**src/hw/rtl/srssd_pkg.sv**
```systemverilog
package srssd_pkg;

  // Item kinds, as carried in the low bits of the input tuser
  localparam logic [1:0] OP_TICK  = 2'd0;
  localparam logic [1:0] OP_BYTE  = 2'd1;
  localparam logic [1:0] OP_PRESS = 2'd2;
  localparam logic [1:0] OP_NONE  = 2'd3;

  // Frame byte counter value once all five bytes are in
  localparam logic [2:0] FRAME_DONE = 3'd5;
  localparam logic [2:0] FRAME_SUM  = 3'd4;

  // Mode indicator codes
  localparam logic [1:0] IND_NONE = 2'd0;
  localparam logic [1:0] IND_HUM  = 2'd1;
  localparam logic [1:0] IND_TEMP = 2'd2;

  // Decimal point in the segment pattern
  localparam logic [7:0] DP_BIT = 8'h80;

  // Command handed from the front to the back through the queue
  typedef struct packed {
    logic [1:0] op;
    logic       start;
    logic [7:0] value;
    logic [3:0] tens;
    logic [3:0] units;
  } cmd_t;

endpackage

```
**src/hw/rtl/srssd_front.sv**
```systemverilog
module srssd_front (
  input  logic               s_axis_tvalid,
  output logic               s_axis_tready,
  input  logic [7:0]         s_axis_tdata,  // [7:0] sensor_byte
  input  logic [2:0]         s_axis_tuser,  // [1:0] operation, [2] frame_start
  input  logic               queue_full,
  output logic               push,
  output srssd_pkg::cmd_t    push_cmd
);

  // Split a byte into a tens digit (saturated at nine) and a units digit
  function automatic logic [7:0] split_byte(input logic [7:0] v);
    logic [7:0] r;
    logic [4:0] t;
    logic [3:0] tens;
    r = v;
    t = 5'd0;
    if (r >= 8'd200) begin
      r = r - 8'd200;
      t = 5'd20;
    end
    if (r >= 8'd100) begin
      r = r - 8'd100;
      t = t + 5'd10;
    end
    if (r >= 8'd80) begin
      r = r - 8'd80;
      t = t + 5'd8;
    end
    if (r >= 8'd40) begin
      r = r - 8'd40;
      t = t + 5'd4;
    end
    if (r >= 8'd20) begin
      r = r - 8'd20;
      t = t + 5'd2;
    end
    if (r >= 8'd10) begin
      r = r - 8'd10;
      t = t + 5'd1;
    end
    tens = (t > 5'd9) ? 4'd9 : t[3:0];
    return {tens, r[3:0]};
  endfunction

  logic [7:0] digits;

  // Take a transfer whenever the queue has room
  assign s_axis_tready = !queue_full;

  // Classify the item and pre-split the byte; drop the unused kind
  always_comb begin
    digits          = split_byte(s_axis_tdata);
    push_cmd.op     = s_axis_tuser[1:0];
    push_cmd.start  = s_axis_tuser[2];
    push_cmd.value  = s_axis_tdata;
    push_cmd.tens   = digits[7:4];
    push_cmd.units  = digits[3:0];
    push = s_axis_tvalid && s_axis_tready && (s_axis_tuser[1:0] != srssd_pkg::OP_NONE);
  end

endmodule

```
**src/hw/rtl/srssd_queue.sv**
```systemverilog
module srssd_queue (
  input  logic               clk,
  input  logic               rst,
  input  logic               push,
  input  srssd_pkg::cmd_t    push_cmd,
  output logic               full,
  input  logic               pop,
  output logic               cmd_valid,
  output srssd_pkg::cmd_t    cmd
);

  srssd_pkg::cmd_t entries [2];
  logic            wr_ptr;
  logic            rd_ptr;
  logic [1:0]      count;

  assign full      = (count == 2'd2);
  assign cmd_valid = (count != 2'd0);
  assign cmd       = entries[rd_ptr];

  // Store pushed commands
  always_ff @(posedge clk) begin
    if (push) begin
      entries[wr_ptr] <= push_cmd;
    end
  end

  // Advance pointers and track occupancy
  always_ff @(posedge clk) begin
    if (rst) begin
      wr_ptr <= 1'b0;
      rd_ptr <= 1'b0;
      count  <= 2'd0;
    end else begin
      if (push) begin
        wr_ptr <= !wr_ptr;
      end
      if (pop) begin
        rd_ptr <= !rd_ptr;
      end
      if (push && !pop) begin
        count <= count + 2'd1;
      end else if (pop && !push) begin
        count <= count - 2'd1;
      end
    end
  end

endmodule

```
**src/hw/rtl/srssd_back.sv**
```systemverilog
module srssd_back (
  input  logic               clk,
  input  logic               rst,
  input  logic               cmd_valid,
  input  srssd_pkg::cmd_t    cmd,
  output logic               pop,
  output logic               out_valid,
  input  logic               out_ready,
  output logic [3:0]         out_enable,
  output logic [7:0]         out_segments,
  output logic [1:0]         out_mode
);

  // Segment pattern of a decimal digit
  function automatic logic [7:0] seg_of(input logic [3:0] d);
    logic [7:0] p;
    unique case (d)
      4'd0:    p = 8'd126;
      4'd1:    p = 8'd48;
      4'd2:    p = 8'd109;
      4'd3:    p = 8'd121;
      4'd4:    p = 8'd51;
      4'd5:    p = 8'd91;
      4'd6:    p = 8'd95;
      4'd7:    p = 8'd112;
      4'd8:    p = 8'd127;
      default: p = 8'd123;
    endcase
    return p;
  endfunction

  logic [1:0] scan_position;
  logic       show_humidity;
  logic [2:0] frame_index;
  logic [7:0] frame_sum;
  logic [7:0] byte_digits [4];
  logic [3:0] digit_values [4];
  logic [1:0] indicator;

  logic       do_tick;
  logic       do_byte;
  logic       do_press;
  logic [2:0] idx;
  logic [7:0] whole_digits;
  logic [7:0] frac_digits;
  logic       latch;
  logic [7:0] pattern;

  // Pop unless a tick finds the output register full and stalled
  assign pop = cmd_valid && ((cmd.op != srssd_pkg::OP_TICK) || !out_valid || out_ready);
  assign do_tick  = pop && (cmd.op == srssd_pkg::OP_TICK);
  assign do_byte  = pop && (cmd.op == srssd_pkg::OP_BYTE);
  assign do_press = pop && (cmd.op == srssd_pkg::OP_PRESS);

  // Frame position, pair selection, checksum latch and digit pattern
  always_comb begin
    idx          = cmd.start ? 3'd0 : frame_index;
    whole_digits = show_humidity ? byte_digits[0] : byte_digits[2];
    frac_digits  = show_humidity ? byte_digits[1] : byte_digits[3];
    latch        = do_byte && (idx == srssd_pkg::FRAME_SUM) && (frame_sum == cmd.value);
    pattern      = seg_of(digit_values[scan_position]);
    if (scan_position == 2'd1) begin
      pattern = pattern | srssd_pkg::DP_BIT;
    end
  end

  // Collect frame bytes and their digits, keep the running sum
  always_ff @(posedge clk) begin
    if (do_byte && (idx < srssd_pkg::FRAME_SUM)) begin
      byte_digits[idx[1:0]] <= {cmd.tens, cmd.units};
      frame_sum <= ((idx == 3'd0) ? 8'd0 : frame_sum) + cmd.value;
    end
  end

  // Control state: frame counter, mode, scan, digits
  always_ff @(posedge clk) begin
    if (rst) begin
      scan_position <= 2'd0;
      show_humidity <= 1'b0;
      frame_index   <= 3'd0;
      indicator     <= srssd_pkg::IND_NONE;
      for (int i = 0; i < 4; i++) begin
        digit_values[i] <= 4'd0;
      end
    end else begin
      if (do_press) begin
        show_humidity <= !show_humidity;
      end
      if (do_tick) begin
        scan_position <= scan_position + 2'd1;
      end
      if (do_byte) begin
        if (idx < srssd_pkg::FRAME_SUM) begin
          frame_index <= idx + 3'd1;
        end else if (idx == srssd_pkg::FRAME_SUM) begin
          frame_index <= srssd_pkg::FRAME_DONE;
        end
      end
      if (latch) begin
        indicator       <= show_humidity ? srssd_pkg::IND_HUM : srssd_pkg::IND_TEMP;
        digit_values[0] <= whole_digits[7:4];
        digit_values[1] <= whole_digits[3:0];
        digit_values[2] <= frac_digits[7:4];
        digit_values[3] <= frac_digits[3:0];
      end
    end
  end

  // Output register: load on a tick, clear once the transfer completes
  always_ff @(posedge clk) begin
    if (rst) begin
      out_valid <= 1'b0;
    end else if (do_tick) begin
      out_valid <= 1'b1;
    end else if (out_ready) begin
      out_valid <= 1'b0;
    end
  end

  always_ff @(posedge clk) begin
    if (do_tick) begin
      out_enable   <= 4'b0001 << scan_position;
      out_segments <= pattern;
      out_mode     <= indicator;
    end
  end

  a_enable_onehot: assert property (@(posedge clk) disable iff (rst)
    out_valid |-> $onehot(out_enable))
    else $error("digit enable not one-hot");

  a_dp_second_digit: assert property (@(posedge clk) disable iff (rst)
    out_valid |-> (out_segments[7] == (out_enable == 4'b0010)))
    else $error("decimal point on wrong digit");

  a_frame_index_range: assert property (@(posedge clk) disable iff (rst)
    frame_index <= srssd_pkg::FRAME_DONE)
    else $error("frame counter out of range");

  a_digits_decimal: assert property (@(posedge clk) disable iff (rst)
    (digit_values[0] <= 4'd9) && (digit_values[1] <= 4'd9) &&
    (digit_values[2] <= 4'd9) && (digit_values[3] <= 4'd9))
    else $error("digit register above nine");

endmodule

```
**src/hw/rtl/sensor_reading_seven_segment_display_top.sv**
```systemverilog
// Four-digit multiplexed seven-segment driver for a temperature/humidity
// sensor. Each input transfer is a refresh tick, a sensor frame byte or a
// button press (tuser[1:0] = 0, 1, 2; tuser[2] marks the first byte of a
// frame). A tick yields one output transfer with the one-hot digit enable,
// that digit's segments (decimal point in bit 7, shown on the second digit)
// and the mode indicator; bytes and presses yield none. A frame whose fifth
// byte equals the 8-bit sum of the first four latches the selected pair.
// One item is taken every cycle while the queue has room: a two-entry
// command queue sits between the input classifier and the executing stage,
// and only a tick meeting a full, stalled output register holds the queue,
// so throughput drops below one per cycle only while m_axis_tready is low
// and, once the queue has filled, in the cycle in which it rises again. An
// input tick passes through the command queue and then the output register
// before output valid rises.
module sensor_reading_seven_segment_display_top (
  input  logic        clk,
  input  logic        rst,
  input  logic        s_axis_tvalid,
  output logic        s_axis_tready,
  input  logic [7:0]  s_axis_tdata,   // [7:0] sensor_byte
  input  logic [2:0]  s_axis_tuser,   // [1:0] operation, [2] frame_start
  output logic        m_axis_tvalid,
  input  logic        m_axis_tready,
  output logic [15:0] m_axis_tdata    // [3:0] digit_enable, [11:4] segment_pattern,
                                      // [13:12] mode_indicator, [15:14] zero
);

  logic            push;
  srssd_pkg::cmd_t push_cmd;
  logic            queue_full;
  logic            pop;
  logic            cmd_valid;
  srssd_pkg::cmd_t cmd;
  logic [3:0]      out_enable;
  logic [7:0]      out_segments;
  logic [1:0]      out_mode;

  srssd_front u_front (
    .s_axis_tvalid (s_axis_tvalid),
    .s_axis_tready (s_axis_tready),
    .s_axis_tdata  (s_axis_tdata),
    .s_axis_tuser  (s_axis_tuser),
    .queue_full    (queue_full),
    .push          (push),
    .push_cmd      (push_cmd)
  );

  srssd_queue u_queue (
    .clk       (clk),
    .rst       (rst),
    .push      (push),
    .push_cmd  (push_cmd),
    .full      (queue_full),
    .pop       (pop),
    .cmd_valid (cmd_valid),
    .cmd       (cmd)
  );

  srssd_back u_back (
    .clk          (clk),
    .rst          (rst),
    .cmd_valid    (cmd_valid),
    .cmd          (cmd),
    .pop          (pop),
    .out_valid    (m_axis_tvalid),
    .out_ready    (m_axis_tready),
    .out_enable   (out_enable),
    .out_segments (out_segments),
    .out_mode     (out_mode)
  );

  // Pack the result fields
  assign m_axis_tdata = {2'b00, out_mode, out_segments, out_enable};

endmodule

```
**config.mk**
```make
export PLATFORM = sky130hd
export DESIGN_NAME = sensor_reading_seven_segment_display_top
export DESIGN_NICKNAME = d
export VERILOG_FILES = /design/src/hw/rtl/srssd_pkg.sv /design/src/hw/rtl/srssd_front.sv /design/src/hw/rtl/srssd_queue.sv /design/src/hw/rtl/srssd_back.sv /design/src/hw/rtl/sensor_reading_seven_segment_display_top.sv
export SDC_FILE = /design/constraint.sdc
export NUM_CORES = 1
export LEC_CHECK = 0
export BUFFER_PORTS_ARGS = -buffer_cell sky130_fd_sc_hd__buf_2
export CELL_PAD_IN_SITES_DETAIL_PLACEMENT = 0
export CELL_PAD_IN_SITES_GLOBAL_PLACEMENT = 1
export CORE_ASPECT_RATIO = 0.5
export CORE_MARGIN = 4
export CORE_UTILIZATION = 50
export DETAILED_ROUTE_END_ITERATION = 8
export PLACE_DENSITY_LB_ADDON = 0.1
export SYNTH_ARGS = -nofsm -noshare
export SYNTH_HDL_FRONTEND = slang
export SYNTH_SLANG_ARGS = --single-unit
```
**constraint.sdc**
```tcl
create_clock -name clk -period 5.6 [get_ports clk]
set_clock_uncertainty 0.05 [all_clocks]
set_input_delay 0.56 -clock clk [delete_from_list [all_inputs] [get_ports clk]]
set_output_delay 0.56 -clock clk [all_outputs]
set_load 0.01 [all_outputs]
```
==> results.yml <==
power:
  p_int_mw: 2.18
  ir_drop_v: 0.000159
  combinationalPowerShare_pct: 22.7
  seqPwrFrac_pct: 39.7
  p_leak_nw: 2.65
  p_per_area_nw_per_um2: 424
  swShare_pct: 28.4
  clkPwrFrac_pct: 37.5
  power_mw: 3.05
  p_switching_mw: 0.865
cts:
  cts_sinks: 122
  cts-buffers-inserted: 17
  cts_max_level: 4
  post-cts-setup-buffer-count: 0
  ctsHoldBuffers: 0
  cts_tree: "yes"
  cts.clk_slew.worst_paths_ns: 0.06
  cts_resized: 0
  clockRootBuffer: "clkbuf_16"
  worstSkewPairLatency_ns: 0.40
  clk_path_buf_depth: 2
place:
  gp_congestion: 0.894
  dp_hpwl_microns: 7760
  io_buffers: 30
global_route:
  overflow: 0
  grt_pass1_wl_microns: 19000
  grt_pass1_vias: 3793
  grtUsageTotal_pct: 16.5
  grt_max_degree: 23
  antenna_found_initial: 0
timing:
  setup_tns_ns: 0
  relSlewSlack_pct: 32.0
  rsz0062_at_grt: "false"
  max_clock_freq_mhz: 247
  worst_pin_slew_ns: 1.02
  slew_violations: 0
  min_period_ns: 4.04
  hold_viol_final: 0
  setup_viol: 0
  final.period_utilization_pct: 72.2
drt:
  wl_per_cell_microns: 15.4
  vias: 3927
  drtAntennaViolNets: 0
  routed_wirelength_microns: 11200
  drtIter0Drc: 170
  dr.pass1.iters: 5
  via_per_inst: 5.38
  drc: 0
final_layout:
  fill_cells: 975
  fin_nets: 590
  syn_to_final_growth_pct: 15.2
  drive_gt1_share_pct: 18.4
  antennaDiodeCount: 0
floorplanning:
  fp.dieH_microns: 87.0
  start_util_pct: 51.9
  die_x_microns: 166
  core-area_sq_um: 12000
  rows: 28
  io_pins: 33
  die_area_sq_um: 14400
synth:
  syn_avg_cell_area_sq_um: 12.1
  ys_seq_area_share_pct: 56.1
  ys_ff_latch: 122
  synth_edf_count: 106
  synth_area_sq_um: 6240
  syn_inst: 516
  yosysWarnings: 0
  synthArstFlopShare_pct: 0
  synth_cell_types: 75
  synthFlopType: "edfxtp_1"
outcome:
  status: "finished clean"
setup_path:
  crit_fanout: 14
  crit_type: "in2reg"
  r2r_cells: 15
  crit_path_start_kind: "input port"
  r2r_slack_ns: 1.95
  end_kind: "register"
  rr_endpoint: "u_back.frame_sum[7]"
  cp.required_ns: 5.70
  arrival_ns: 4.14
worst_hold_path:
  hold_depth: 1
  hold_path.class: "in2reg"
  hold_end: "u_queue.entries[1][16]"
  min-delay-start: "s_axis_tuser[2]"
flow_run:
  max_cap_violations: 0
[flip-flops by register name, summed over array words and instances (netlist names), named ones only]
name,count
u_queue.entries,36
u_back.byte_digits,32
u_back.digit_values,16
u_back.frame_sum,8
u_back.out_segments,8
u_back.out_enable,4
u_back.frame_index,3
u_back.indicator,2
u_back.out_mode,2
u_back.scan_position,2
u_queue.count,2
u_back.out_valid,1
u_back.show_humidity,1
u_queue.rd_ptr,1
u_queue.wr_ptr,1
[critical path: stages]
cell and delay, ns:
buf_2 0.14, inv_1 0.09, ha_1 0.19, nor4b_2 0.17, nor4_1 0.33, or2_1 0.40
mux2i_1 0.28, o211ai_1 0.10, buf_4 0.20, o21ai_1 0.19, nand2_1 0.16, xnor2_1 0.18
ha_1 0.21, or3_1 0.39, a221o_1 0.35, and4b_1 0.20
[cell type report]
type,count,area (sq um),area share [%]
Inverter,28,105,1.46
Multi-Input combinational cell,347,2530,35.2
Clock buffer,24,556,7.73
Sequential cell,122,3500,48.7
Timing Repair Buffer,36,195,2.72
Tap cell,165,206,2.87
Clock inverter,8,88.8,1.24
[cell usage after synthesis (5+ instances only)]
cell	instances	share of area [%]
nor3_1	8	0.64
dfxtp_1	16	5.1
o21bai_1	5	0.60
nor2b_1	5	0.50
xnor2_1	16	2.2
inv_1	28	1.7
nor2_1	53	3.2
edfxtp_1	106	51
a21oi_1	26	2.1
clkbuf_1	12	0.72
mux2i_1	24	3.9
and2_1	11	1.1
o211ai_1	5	0.60
nand2b_1	6	0.60
ha_1	22	4.4
and3_1	7	0.70
mux2_2	14	2.5
xor2_1	10	1.4
nand2_1	31	1.9
nand3_1	6	0.48
o21ai_0	14	1.1
[metrics by stage]
stage | util (%) | hold slack, ns | area (sq um) | worst slack, ns | std cells
final | 59.8 | 0.290 | 7190 | 1.56 | 730
after global routing | 59.8 | 0.276 | 7190 | 1.31 | 730
after CTS | 59.8 | 0.273 | 7190 | 1.59 | 730
after detailed placement | 54.5 | 0.374 | 6540 | 1.16 | 698
after global placement | 54.5 | 0.373 | 6540 | 1.24 | 698
after floorplan | - | 0.359 | 6240 | 1.56 | 517
[power by group through the flow]
stage,registers (mW),logic (mW),clock network [mW]
global route,1.23,0.775,1.21
global placement,1.23,0.683,0
floorplan,1.22,0.528,0
CTS,1.21,0.698,1.17
finish,1.21,0.694,1.14
detailed placement,1.23,0.693,0
[cell families (layout without fill, tap and decap cells)]
group / after synthesis / after routing / share of synthesized area [%]
and+or+nand+nor: 152 / 152 / 12.2
DFF: 122 / 122 / 56.1
AOI/OAI and AO/OA: 102 / 102 / 12.2
buffers and inverters: 48 / 96 / 3.31
muxes: 41 / 41 / 7.46
xor gates and xnor gates: 26 / 26 / 3.65
adders and majority gates: 24 / 24 / 4.91
other: 1 / 2 / 0.0601
[worst max-delay path by stage]
stage / start / end / slack [ns] / cells after the start
CTS: s_axis_tdata[4] / u_queue.entries[1][5] / 1.59 / 16
floorplan: s_axis_tdata[4] / u_queue.entries[0][5] / 1.56 / 14
global route: s_axis_tdata[3] / u_queue.entries[1][5] / 1.31 / 15
finish: s_axis_tdata[4] / u_queue.entries[1][5] / 1.56 / 16
global placement: s_axis_tdata[4] / u_queue.entries[0][5] / 1.24 / 15
detailed placement: s_axis_tdata[4] / u_queue.entries[0][5] / 1.16 / 16
[layout by cell type (no fill, tap or decap), types with 5 or more instances in the layout]
cell type and count:
edfxtp_1 106, nor2_1 53, nand2_1 31, buf_2 30
inv_1 28, a21oi_1 26, mux2i_1 24, ha_1 22
clkbuf_16 20, xnor2_1 16, dfxtp_1 16, mux2_2 14
o21ai_0 14, and2_1 11, xor2_1 10, nor3_1 8
and3_1 7, nand2b_1 6, nand3_1 6, buf_4 6
nor2b_1 5, o211ai_1 5, o21bai_1 5
[metal layers]
| layer | vias to the layer above | GRT usage (%) | wire (microns) |
|---|---|---|---|
| met5 | - | 0 | 0 |
| met4 | 0 | 5.39 | 123 |
| met3 | 9 | 3.76 | 396 |
| met2 | 69 | 25.9 | 4920 |
| met1 | 1864 | 23.0 | 5810 |
| li1 | 1985 | - | - |
Note: power is estimated with default switching activity, not from simulation.
